### src/rtl/mips_subset_instruction_execute_defines.svh
// Assertion macros shared by the MIPS subset execute block.
`ifndef MIPS_SUBSET_INSTRUCTION_EXECUTE_DEFINES_SVH
`define MIPS_SUBSET_INSTRUCTION_EXECUTE_DEFINES_SVH

// Implication checked at every rising edge of clk outside reset.
`define MSIE_ASSERT_IMP(lbl, ante, cons, msg) \
	lbl: assert property (@(posedge clk) disable iff (!arst_n) (ante) |-> (cons)) \
		else $error(msg);

// Condition that must never hold at a rising edge of clk outside reset.
`define MSIE_ASSERT_NEVER(lbl, cond, msg) \
	lbl: assert property (@(posedge clk) disable iff (!arst_n) !(cond)) \
		else $error(msg);

`endif

### src/rtl/msie_pkg.sv
// Shared constants, opcodes and types of the MIPS subset execute block.
package msie_pkg;

	localparam int DMEM_AW    = 10;
	localparam int DMEM_WORDS = 2 ** DMEM_AW;
	localparam int RF_AW      = 5;
	localparam int RF_DEPTH   = 2 ** RF_AW;
	localparam int CFG_AW     = 3;

	localparam logic [31:0] TEXT_START_RST = 32'h0040_0000;

	typedef enum logic [0:0] {
		CFG_TEXT_START     = 1'b0,
		CFG_PROGRAM_LENGTH = 1'b1
	} cfg_reg_t;

	localparam logic [5:0] OP_SPECIAL = 6'h00;
	localparam logic [5:0] OP_J       = 6'h02;
	localparam logic [5:0] OP_JAL     = 6'h03;
	localparam logic [5:0] OP_BEQ     = 6'h04;
	localparam logic [5:0] OP_BNE     = 6'h05;
	localparam logic [5:0] OP_ADDIU   = 6'h09;
	localparam logic [5:0] OP_SLTIU   = 6'h0b;
	localparam logic [5:0] OP_ANDI    = 6'h0c;
	localparam logic [5:0] OP_ORI     = 6'h0d;
	localparam logic [5:0] OP_LUI     = 6'h0f;
	localparam logic [5:0] OP_LW      = 6'h23;
	localparam logic [5:0] OP_SW      = 6'h2b;

	localparam logic [5:0] FN_SLL  = 6'h00;
	localparam logic [5:0] FN_SRL  = 6'h02;
	localparam logic [5:0] FN_JR   = 6'h08;
	localparam logic [5:0] FN_ADDU = 6'h21;
	localparam logic [5:0] FN_SUBU = 6'h23;
	localparam logic [5:0] FN_AND  = 6'h24;
	localparam logic [5:0] FN_OR   = 6'h25;
	localparam logic [5:0] FN_NOR  = 6'h27;
	localparam logic [5:0] FN_SLTU = 6'h2b;

	localparam logic [RF_AW-1:0] REG_ZERO = 5'd0;
	localparam logic [RF_AW-1:0] REG_RA   = 5'd31;

	typedef struct packed {
		logic [31:0]      npc;
		logic             wr;
		logic [RF_AW-1:0] widx;
		logic [31:0]      wval;
		logic             load;
		logic             mw;
		logic [31:0]      maddr;
		logic [31:0]      mval;
		logic             halted;
		logic             illegal;
	} exec_t;

	typedef struct packed {
		logic             we;
		logic [RF_AW-1:0] waddr;
		logic [31:0]      wdata;
	} rf_wr_t;

	typedef struct packed {
		logic               re;
		logic               we;
		logic [DMEM_AW-1:0] addr;
		logic [31:0]        wdata;
	} dmem_req_t;

endpackage

### src/rtl/msie_regfile.sv
// Register file: two registered read ports, one write port, per-entry valid bits.
module msie_regfile (
	input  logic                      clk,
	input  logic                      arst_n,
	input  logic                      re,
	input  logic [msie_pkg::RF_AW-1:0] raddr_a,
	input  logic [msie_pkg::RF_AW-1:0] raddr_b,
	input  msie_pkg::rf_wr_t          wr,
	output logic [31:0]               rdata_a,
	output logic [31:0]               rdata_b
);
	import msie_pkg::*;

	logic [31:0]         mem [RF_DEPTH];
	logic [RF_DEPTH-1:0] vld_q;
	logic [31:0]         ra_q;
	logic [31:0]         rb_q;
	logic                va_q;
	logic                vb_q;

	always_ff @(posedge clk) begin
		if (wr.we) begin
			mem[wr.waddr] <= wr.wdata;
		end
		if (re) begin
			ra_q <= mem[raddr_a];
			rb_q <= mem[raddr_b];
		end
	end

	// An entry never written since reset reads as zero.
	always_ff @(posedge clk or negedge arst_n) begin
		if (!arst_n) begin
			vld_q <= '0;
			va_q  <= 1'b0;
			vb_q  <= 1'b0;
		end else begin
			if (wr.we) begin
				vld_q[wr.waddr] <= 1'b1;
			end
			if (re) begin
				va_q <= vld_q[raddr_a];
				vb_q <= vld_q[raddr_b];
			end
		end
	end

	assign rdata_a = va_q ? ra_q : 32'd0;
	assign rdata_b = vb_q ? rb_q : 32'd0;

endmodule

### config.mk
export PLATFORM = sky130hd
export DESIGN_NAME = msie_regfile
export DESIGN_NICKNAME = d
export VERILOG_FILES = /design/src/rtl/mips_subset_instruction_execute_defines.svh /design/src/rtl/msie_pkg.sv /design/src/rtl/msie_regfile.sv
export SDC_FILE = /design/constraint.sdc
export NUM_CORES = 1
export LEC_CHECK = 0
export BUFFER_PORTS_ARGS = -buffer_cell sky130_fd_sc_hd__buf_2
export CORE_UTILIZATION = 45
export CTS_BUF_LIST = sky130_fd_sc_hd__clkbuf_2 sky130_fd_sc_hd__clkbuf_4 sky130_fd_sc_hd__clkbuf_8
export CTS_CLUSTER_DIAMETER = 200
export CTS_CLUSTER_SIZE = 10
export DETAILED_ROUTE_END_ITERATION = 8
export GPL_TIMING_DRIVEN = 0
export SYNTH_ARGS = -nofsm -noshare
export SYNTH_HDL_FRONTEND = slang
export SYNTH_SLANG_ARGS = --single-unit
### constraint.sdc
create_clock -name clk -period 2.88 [get_ports clk]
set_clock_uncertainty 0.15 [all_clocks]
set_input_delay 0.576 -clock clk [delete_from_list [all_inputs] [get_ports clk]]
set_output_delay 0.576 -clock clk [all_outputs]
set_load 0.01 [all_outputs]
==> qor.log, run 1 <==
qor: pwr.leakagePower 17.7 nW
qor: placed_design.dp.cells 3849
qor: cts.clk_root_buffer_cell clkbuf_8
qor: yosys.synth.net_count 2263
qor: sta.timing.final.setup_violations 11
qor: global_route.met2_usage 0.442
qor: yosys.asyncSetResetFlopFracSynth 0.0303
qor: global_route.number_of_global_route_vias_before_repair 28600
qor: cts.tritoncts.num_buffers 130
qor: yosys.synth_edf_count 1088
qor: worst_setup_path.worst-r2r-cell-count 3
qor: yosys.post_synth.cell_area_avg 23.0 µm²
qor: worst_setup_path.critPathRequiredTime 3.28 ns
qor: finish.utilization_after_layout 0.509
qor: yosys.main_combinational_cell_family_by_area_after_synthesis multiplexers
qor: yosys.synthXorXnorAreaFrac 0
qor: die.io-pin-count 115
qor: routing.drtAntennaViolNets 0
qor: global_route.grtUsageMet3 0.0691
qor: sta.layout_setup_ws -0.0666 ns
qor: routing.routed_wirelength 161 mm
qor: yosys.synth.distinct_cells 28
qor: pwr.power.density 564 nW/µm²
qor: finish.num-nets-final 2546
qor: die.die-area 114000 µm²
qor: worst_setup_path.launching_point_of_the_worst_reg2reg_path mem[31][15]$_DFFE_PP_
qor: routing.detail_route.drc_violations 0
qor: yosys.synth_cells 2212
qor: cts.maximum_count_of_clock_buffers_along_a_single_path 3
qor: routing.routed_via_density 6.80
qor: die.initial_util 0.456
qor: sta.grt_setup_unrepaired no
qor: yosys.synth-main-ff-cell edfxtp_1
qor: sta.fmax 339 MHz
qor: global_route.number_of_antenna_violations_at_the_first_check_in_global_routing 26
qor: cts.htree_levels 4
qor: worst_setup_path.critPathKind primary input to register
qor: yosys.simple_gate_share_of_the_synthesized_area 0.0188
qor: status.failing_checks max-capacitance violations, max-slew violations, negative setup slack
qor: routing.drt_iter0_drc 3695
qor: worst_setup_path.crit_path_start raddr_b[1]
qor: cts.path_clk_slew 0.08 ns
qor: global_route.grt_start_max_net_pins 44
qor: sta.aggregate_negative_setup_slack -0.359 ns
qor: finish.drive_above_1_share 0.470
qor: yosys.synth.yosys.warnings 0
qor: worst_setup_path.cp-start-kind primary input
qor: routing.vias 27300
qor: die.placement_rows 122
qor: yosys.mappedNetlistArea 50900 µm²
qor: cts.clock_insertion_delay_worst_skew 0.85 ns
qor: sta.worst_slew_pin_slew 1.51 ns
qor: sta.finalMaxSlewViolations 10
qor: worst_setup_path.cp-end-kind register
qor: min_path.hold_path_class primary input to register
qor: worst_setup_path.critical_path_arrival 3.34 ns
qor: global_route.grt.busiest_layer met2
qor: placed_design.portBuffers 105
qor: finish.regArea 33500 µm²
qor: global_route.grt_pass1_wl 223 mm
qor: yosys.synth-adder-area-share 0
qor: worst_setup_path.setup_slack_reg_to_reg 0.64 ns
qor: worst_setup_path.critical_path_maximum_fanout 10
qor: routing.route.detailed.wl_per_inst 40.2 µm
qor: routing.firstDrtPassIters 5
qor: die.coreArea 111000 µm²
qor: yosys.synth.ff_latch_count 1122
qor: placed_design.hpwl 109 mm
qor: cts.clock_sink_count 1122
qor: finish.combined_area_of_the_multi_input_logic_cells 16800 µm²
qor: yosys.synth_compound_area_frac 0.00266
qor: pwr.power.ir.vdd_worst 0.000384 V
qor: finish.area_delta_synth_final 11.4%
qor: placed_design.place.gp.congestion 0.841
qor: cts.cts_tree yes
qor: global_route.globalRouteMet1Util 0.389
qor: status.result_of_the_run complete, but fails checks
qor: sta.slew_headroom -0.00500
qor: die.floorplan.die.height 338 µm
qor: sta.fin_crit 2.95 ns
qor: global_route.grt.overflow.total 0
qor: run.timing.max_cap.violations 1
qor: finish.layout_commonest_cell edfxtp_1
qor: yosys.muxShareOfSynthArea 0.304
qor: min_path.hold_path_end mem[22][16]$_DFFE_PP_
qor: sta.min_period_over_period 1.02
qor: worst_setup_path.rr_endpoint ra_q[15]$_DFFE_PP_
qor: min_path.hold_depth 1
qor: finish.fillCellCount 8829
qor: yosys.ys_seq_area_frac 0.659
qor: die.die_w 338 µm
qor: finish.final_cell_count_no_fill 4015
qor: sta.finalHoldViolations 0
qor: min_path.min-delay-start wr[16]
qor: finish.top_library_cells_by_usage_in_the_layout_fill_and_taps_aside edfxtp_1, mux4_2, buf_2, clkbuf_8, and2_1
qor: global_route.gr-usage-all-layers 0.286
## kinds of logic after synthesis
group	after synthesis
compound gates	20
buf+inv	164
flops	1122
mux	736
simple gates	170
## sequential cells by signal (all words and copies together), names as in the netlist
register,cells
vld_q,32
vb_q,1
va_q,1
rb_q,32
mem,1024
ra_q,32
## per-stage QoR
step | hold slack, ns | power [W] | area (µm²) | setup slack (ns)
after floorplan | 0.130 | 0.0208 | 50900 | -0.299
after global placement | 0.328 | 0.0222 | 53300 | -3.17
after detailed placement | 0.335 | 0.0223 | 54500 | -1.66
after CTS | 0.0128 | 0.0321 | 56600 | 0.000250
after global routing | 0.0909 | 0.0328 | 56700 | 0.00123
final | 0.0902 | 0.0320 | 56700 | -0.0666
## worst max-delay path by stage
stage	depth (start not counted)	slack [ns]	endpoint
floorplan	3	-0.30	mem[12][0]$_DFFE_PP_
global placement	5	-3.17	vld_q[0]$_DFFE_PN0P_
CTS	5	0.0002	rb_q[3]$_DFFE_PP_
global route	6	0.001	ra_q[17]$_DFFE_PP_
finish	5	-0.07	rb_q[0]$_DFFE_PP_
detailed placement	6	-1.66	rb_q[17]$_DFFE_PP_
## worst max-delay path, stage by stage
cell and delay (ns):
clkbuf_1 0.65, clkbuf_1 0.84, mux4_2 0.42, mux4_2 0.47, mux2_2 0.36
## where the power goes
group          internal, W  switching [W]  total [W]  leakage (nW)
Clock              0.00434        0.00560    0.00994          1.03
Sequential          0.0183       0.000225     0.0185          10.2
Combinational      0.00155        0.00194    0.00349          6.39
Total               0.0242        0.00777     0.0320          17.7
## cell type report
| class | instances | area share |
|---|---|---|
| diodes | 14 | 0.000618 |
| repair buffers | 152 | 0.0268 |
| plain buffers | 163 | 0.0171 |
| well taps | 1488 | 0.0328 |
| flip-flops and latches | 1122 | 0.592 |
| multi-input cells | 926 | 0.296 |
| clock buffers | 145 | 0.0342 |
| clock inverters | 5 | 0.000706 |
## Yosys cell counts (9+ instances only)
| master | count | area [µm²] |
|---|---|---|
| buf_1 | 20 | 75.1 |
| clkbuf_1 | 80 | 300 |
| dfrtp_1 | 34 | 851 |
| edfxtp_1 | 1088 | 32700 |
| nor2_1 | 37 | 139 |
| or2_2 | 32 | 200 |
| mux2_2 | 64 | 721 |
| buf_6 | 16 | 180 |
| and2_1 | 65 | 407 |
| nand2_1 | 9 | 33.8 |
| mux2i_1 | 32 | 320 |
| mux4_2 | 640 | 14400 |
| buf_2 | 48 | 240 |
## repair_timing
| action | CTS | global route |
|---|---|---|
| gates resized for setup | 58 | 24 |
| hold buffers | 2 | 0 |
| endpoints found under the hold margin | 43 | 0 |
| endpoints found under the setup margin | 129 | 31 |
| setup buffers | 1 | 0 |
## metal layers
layer | up-vias | routed length, µm
met5 | - | 162
met4 | 10 | 6370
met3 | 356 | 16700
met2 | 1750 | 76700
met1 | 14900 | 61400
li1 | 10300 | -
Power figures use the tool's default switching activity.
==> run 2, diff against run 1 <==
==> constraint.sdc (replaced) <==
create_clock -name clk -period 3.4 [get_ports clk]
set_clock_uncertainty 0.15 [all_clocks]
set_input_delay 0.68 -clock clk [delete_from_list [all_inputs] [get_ports clk]]
set_output_delay 0.68 -clock clk [all_outputs]
set_load 0.01 [all_outputs]
==> qor.log, run 2 (synthesis results as in run 1) <==
qor: min_path.hold_path_class primary input to register
qor: die.floorplan.die.height 338 µm
qor: cts.htree_levels 4
qor: routing.drtAntennaViolNets 0
qor: routing.drt_iter0_drc 3996
qor: worst_setup_path.cp-start-kind primary input
qor: cts.clock_insertion_delay_worst_skew 0.85 ns
qor: worst_setup_path.critPathRequiredTime 3.83 ns
qor: sta.worst_slew_pin_slew 1.53 ns
qor: sta.finalHoldViolations 0
qor: status.result_of_the_run complete, but fails checks
qor: sta.aggregate_negative_setup_slack -0.585 ns
qor: cts.tritoncts.num_buffers 130
qor: die.io-pin-count 115
qor: die.die-area 114000 µm²
qor: pwr.power.density 480 nW/µm²
qor: global_route.grt.overflow.total 0
qor: sta.fmax 286 MHz
qor: worst_setup_path.critPathKind primary input to register
qor: finish.top_library_cells_by_usage_in_the_layout_fill_and_taps_aside edfxtp_1, mux4_2, buf_2, clkbuf_8, clkbuf_1
qor: min_path.min-delay-start re
qor: cts.maximum_count_of_clock_buffers_along_a_single_path 3
qor: sta.finalMaxSlewViolations 11
qor: min_path.hold_path_end ra_q[17]$_DFFE_PP_
qor: sta.grt_setup_unrepaired yes
qor: finish.drive_above_1_share 0.460
qor: routing.routed_via_density 6.84
qor: placed_design.dp.cells 3848
qor: sta.timing.final.setup_violations 14
qor: worst_setup_path.setup_slack_reg_to_reg 1.19 ns
qor: min_path.hold_depth 1
qor: run.timing.max_cap.violations 1
qor: cts.cts_tree yes
qor: finish.layout_commonest_cell edfxtp_1
qor: finish.num-nets-final 2544
qor: finish.final_cell_count_no_fill 4024
qor: die.die_w 338 µm
qor: die.placement_rows 122
qor: finish.largest_register_ffs 1024
qor: worst_setup_path.cp-end-kind register
qor: die.initial_util 0.456
qor: pwr.power.ir.vdd_worst 0.000339 V
qor: global_route.grt_start_max_net_pins 49
qor: placed_design.portBuffers 105
qor: sta.fin_crit 3.49 ns
qor: cts.clk_root_buffer_cell clkbuf_8
qor: routing.detail_route.drc_violations 0
qor: finish.area_delta_synth_final 11.2%
qor: die.coreArea 111000 µm²
qor: status.failing_checks max-capacitance violations, max-slew violations, negative setup slack
qor: global_route.grt_pass1_wl 225 mm
qor: routing.firstDrtPassIters 5
qor: placed_design.place.gp.congestion 0.848
qor: routing.route.detailed.wl_per_inst 40.6 µm
qor: sta.min_period_over_period 1.03
qor: routing.routed_wirelength 163 mm
qor: cts.path_clk_slew 0.07 ns
qor: placed_design.hpwl 110 mm
qor: global_route.gr-usage-all-layers 0.288
qor: cts.clock_sink_count 1122
qor: worst_setup_path.critical_path_maximum_fanout 10
qor: worst_setup_path.launching_point_of_the_worst_reg2reg_path mem[12][1]$_DFFE_PP_
qor: cts.post-cts-setup-buffers 0
qor: pwr.leakagePower 17.5 nW
qor: worst_setup_path.critical_path_arrival 3.92 ns
qor: finish.registers.top_by_ff_count mem
qor: global_route.number_of_antenna_violations_at_the_first_check_in_global_routing 25
qor: sta.slew_headroom -0.0228
qor: routing.vias 27500
qor: worst_setup_path.rr_endpoint rb_q[1]$_DFFE_PP_
qor: global_route.number_of_global_route_vias_before_repair 28600
qor: worst_setup_path.worst-r2r-cell-count 3
qor: sta.layout_setup_ws -0.0910 ns
==> run 2: cell count changes in the layout (fill, tap and decap cells not counted), sizes merged <==
cell	delta
clkbuf	+2
dlygate4sd3	-1
clkinvlp	+5
clkdlybuf4s15	-10
diode	+5
buf	+5
inv	+3
==> run 2: per-stage QoR <==
step	hold slack [ns]	instance area, µm²	worst slack (ns)	power [W]	utilization
after floorplan	0.234	50900	0.117	0.0176	-
after global routing	0.121	56600	-0.00170	0.0278	0.508
after CTS	0.0829	56500	0.00688	0.0272	0.507
after global placement	0.325	53300	-2.73	0.0188	0.478
final	0.145	56600	-0.0910	0.0272	0.508
after detailed placement	0.330	54500	-1.59	0.0189	0.489
==> run 2: what timing repair did <==
item	CTS	global route
setup endpoints to repair	72	5
hold buffers	1	0
pin swaps	0	0
gates resized for setup	15	9
hold endpoints to repair	34	0
==> run 2: power by group <==
| part | switching, W | internal, W |
|---|---|---|
| registers | 0.000189 | 0.0155 |
| clock network | 0.00486 | 0.00365 |
| logic | 0.00166 | 0.00129 |
==> run 2: final cells by class <==
class	count	area, µm²
sequential	1122	33500
tap	1488	1860
clock buffer	143	1910
antenna	19	47.5
fill	8810	54900
buffer	164	836
clock inverter	13	104
multi-input combinational	926	16800
timing repair buffer	149	1510
==> run 2: how the worst max path moves through the flow <==
stage | start | end | slack, ns
final | raddr_a[3] | ra_q[9]$_DFFE_PP_ | -0.09
after global placement | wr[32] | vld_q[0]$_DFFE_PN0P_ | -2.73
after detailed placement | raddr_b[1] | rb_q[1]$_DFFE_PP_ | -1.59
after floorplan | wr[32] | mem[12][0]$_DFFE_PP_ | 0.12
after global routing | raddr_a[1] | ra_q[16]$_DFFE_PP_ | -0.002
after CTS | raddr_a[1] | ra_q[18]$_DFFE_PP_ | 0.007
==> run 2: routing by layer <==
| layer | up-vias | part of all wire | GRT usage |
|---|---|---|---|
| li1 | 10300 | - | - |
| met1 | 15000 | 0.38 | 0.398 |
| met2 | 1844 | 0.47 | 0.441 |
| met3 | 360 | 0.11 | 0.0698 |
| met4 | 8 | 0.040 | 0.120 |
| met5 | - | 0.00031 | 0 |
==> run 2: critical path: stages <==
cell,delay (ns)
buf_2,0.37
clkbuf_1,1.10
clkbuf_1,0.88
mux4_2,0.50
mux2_2,0.33
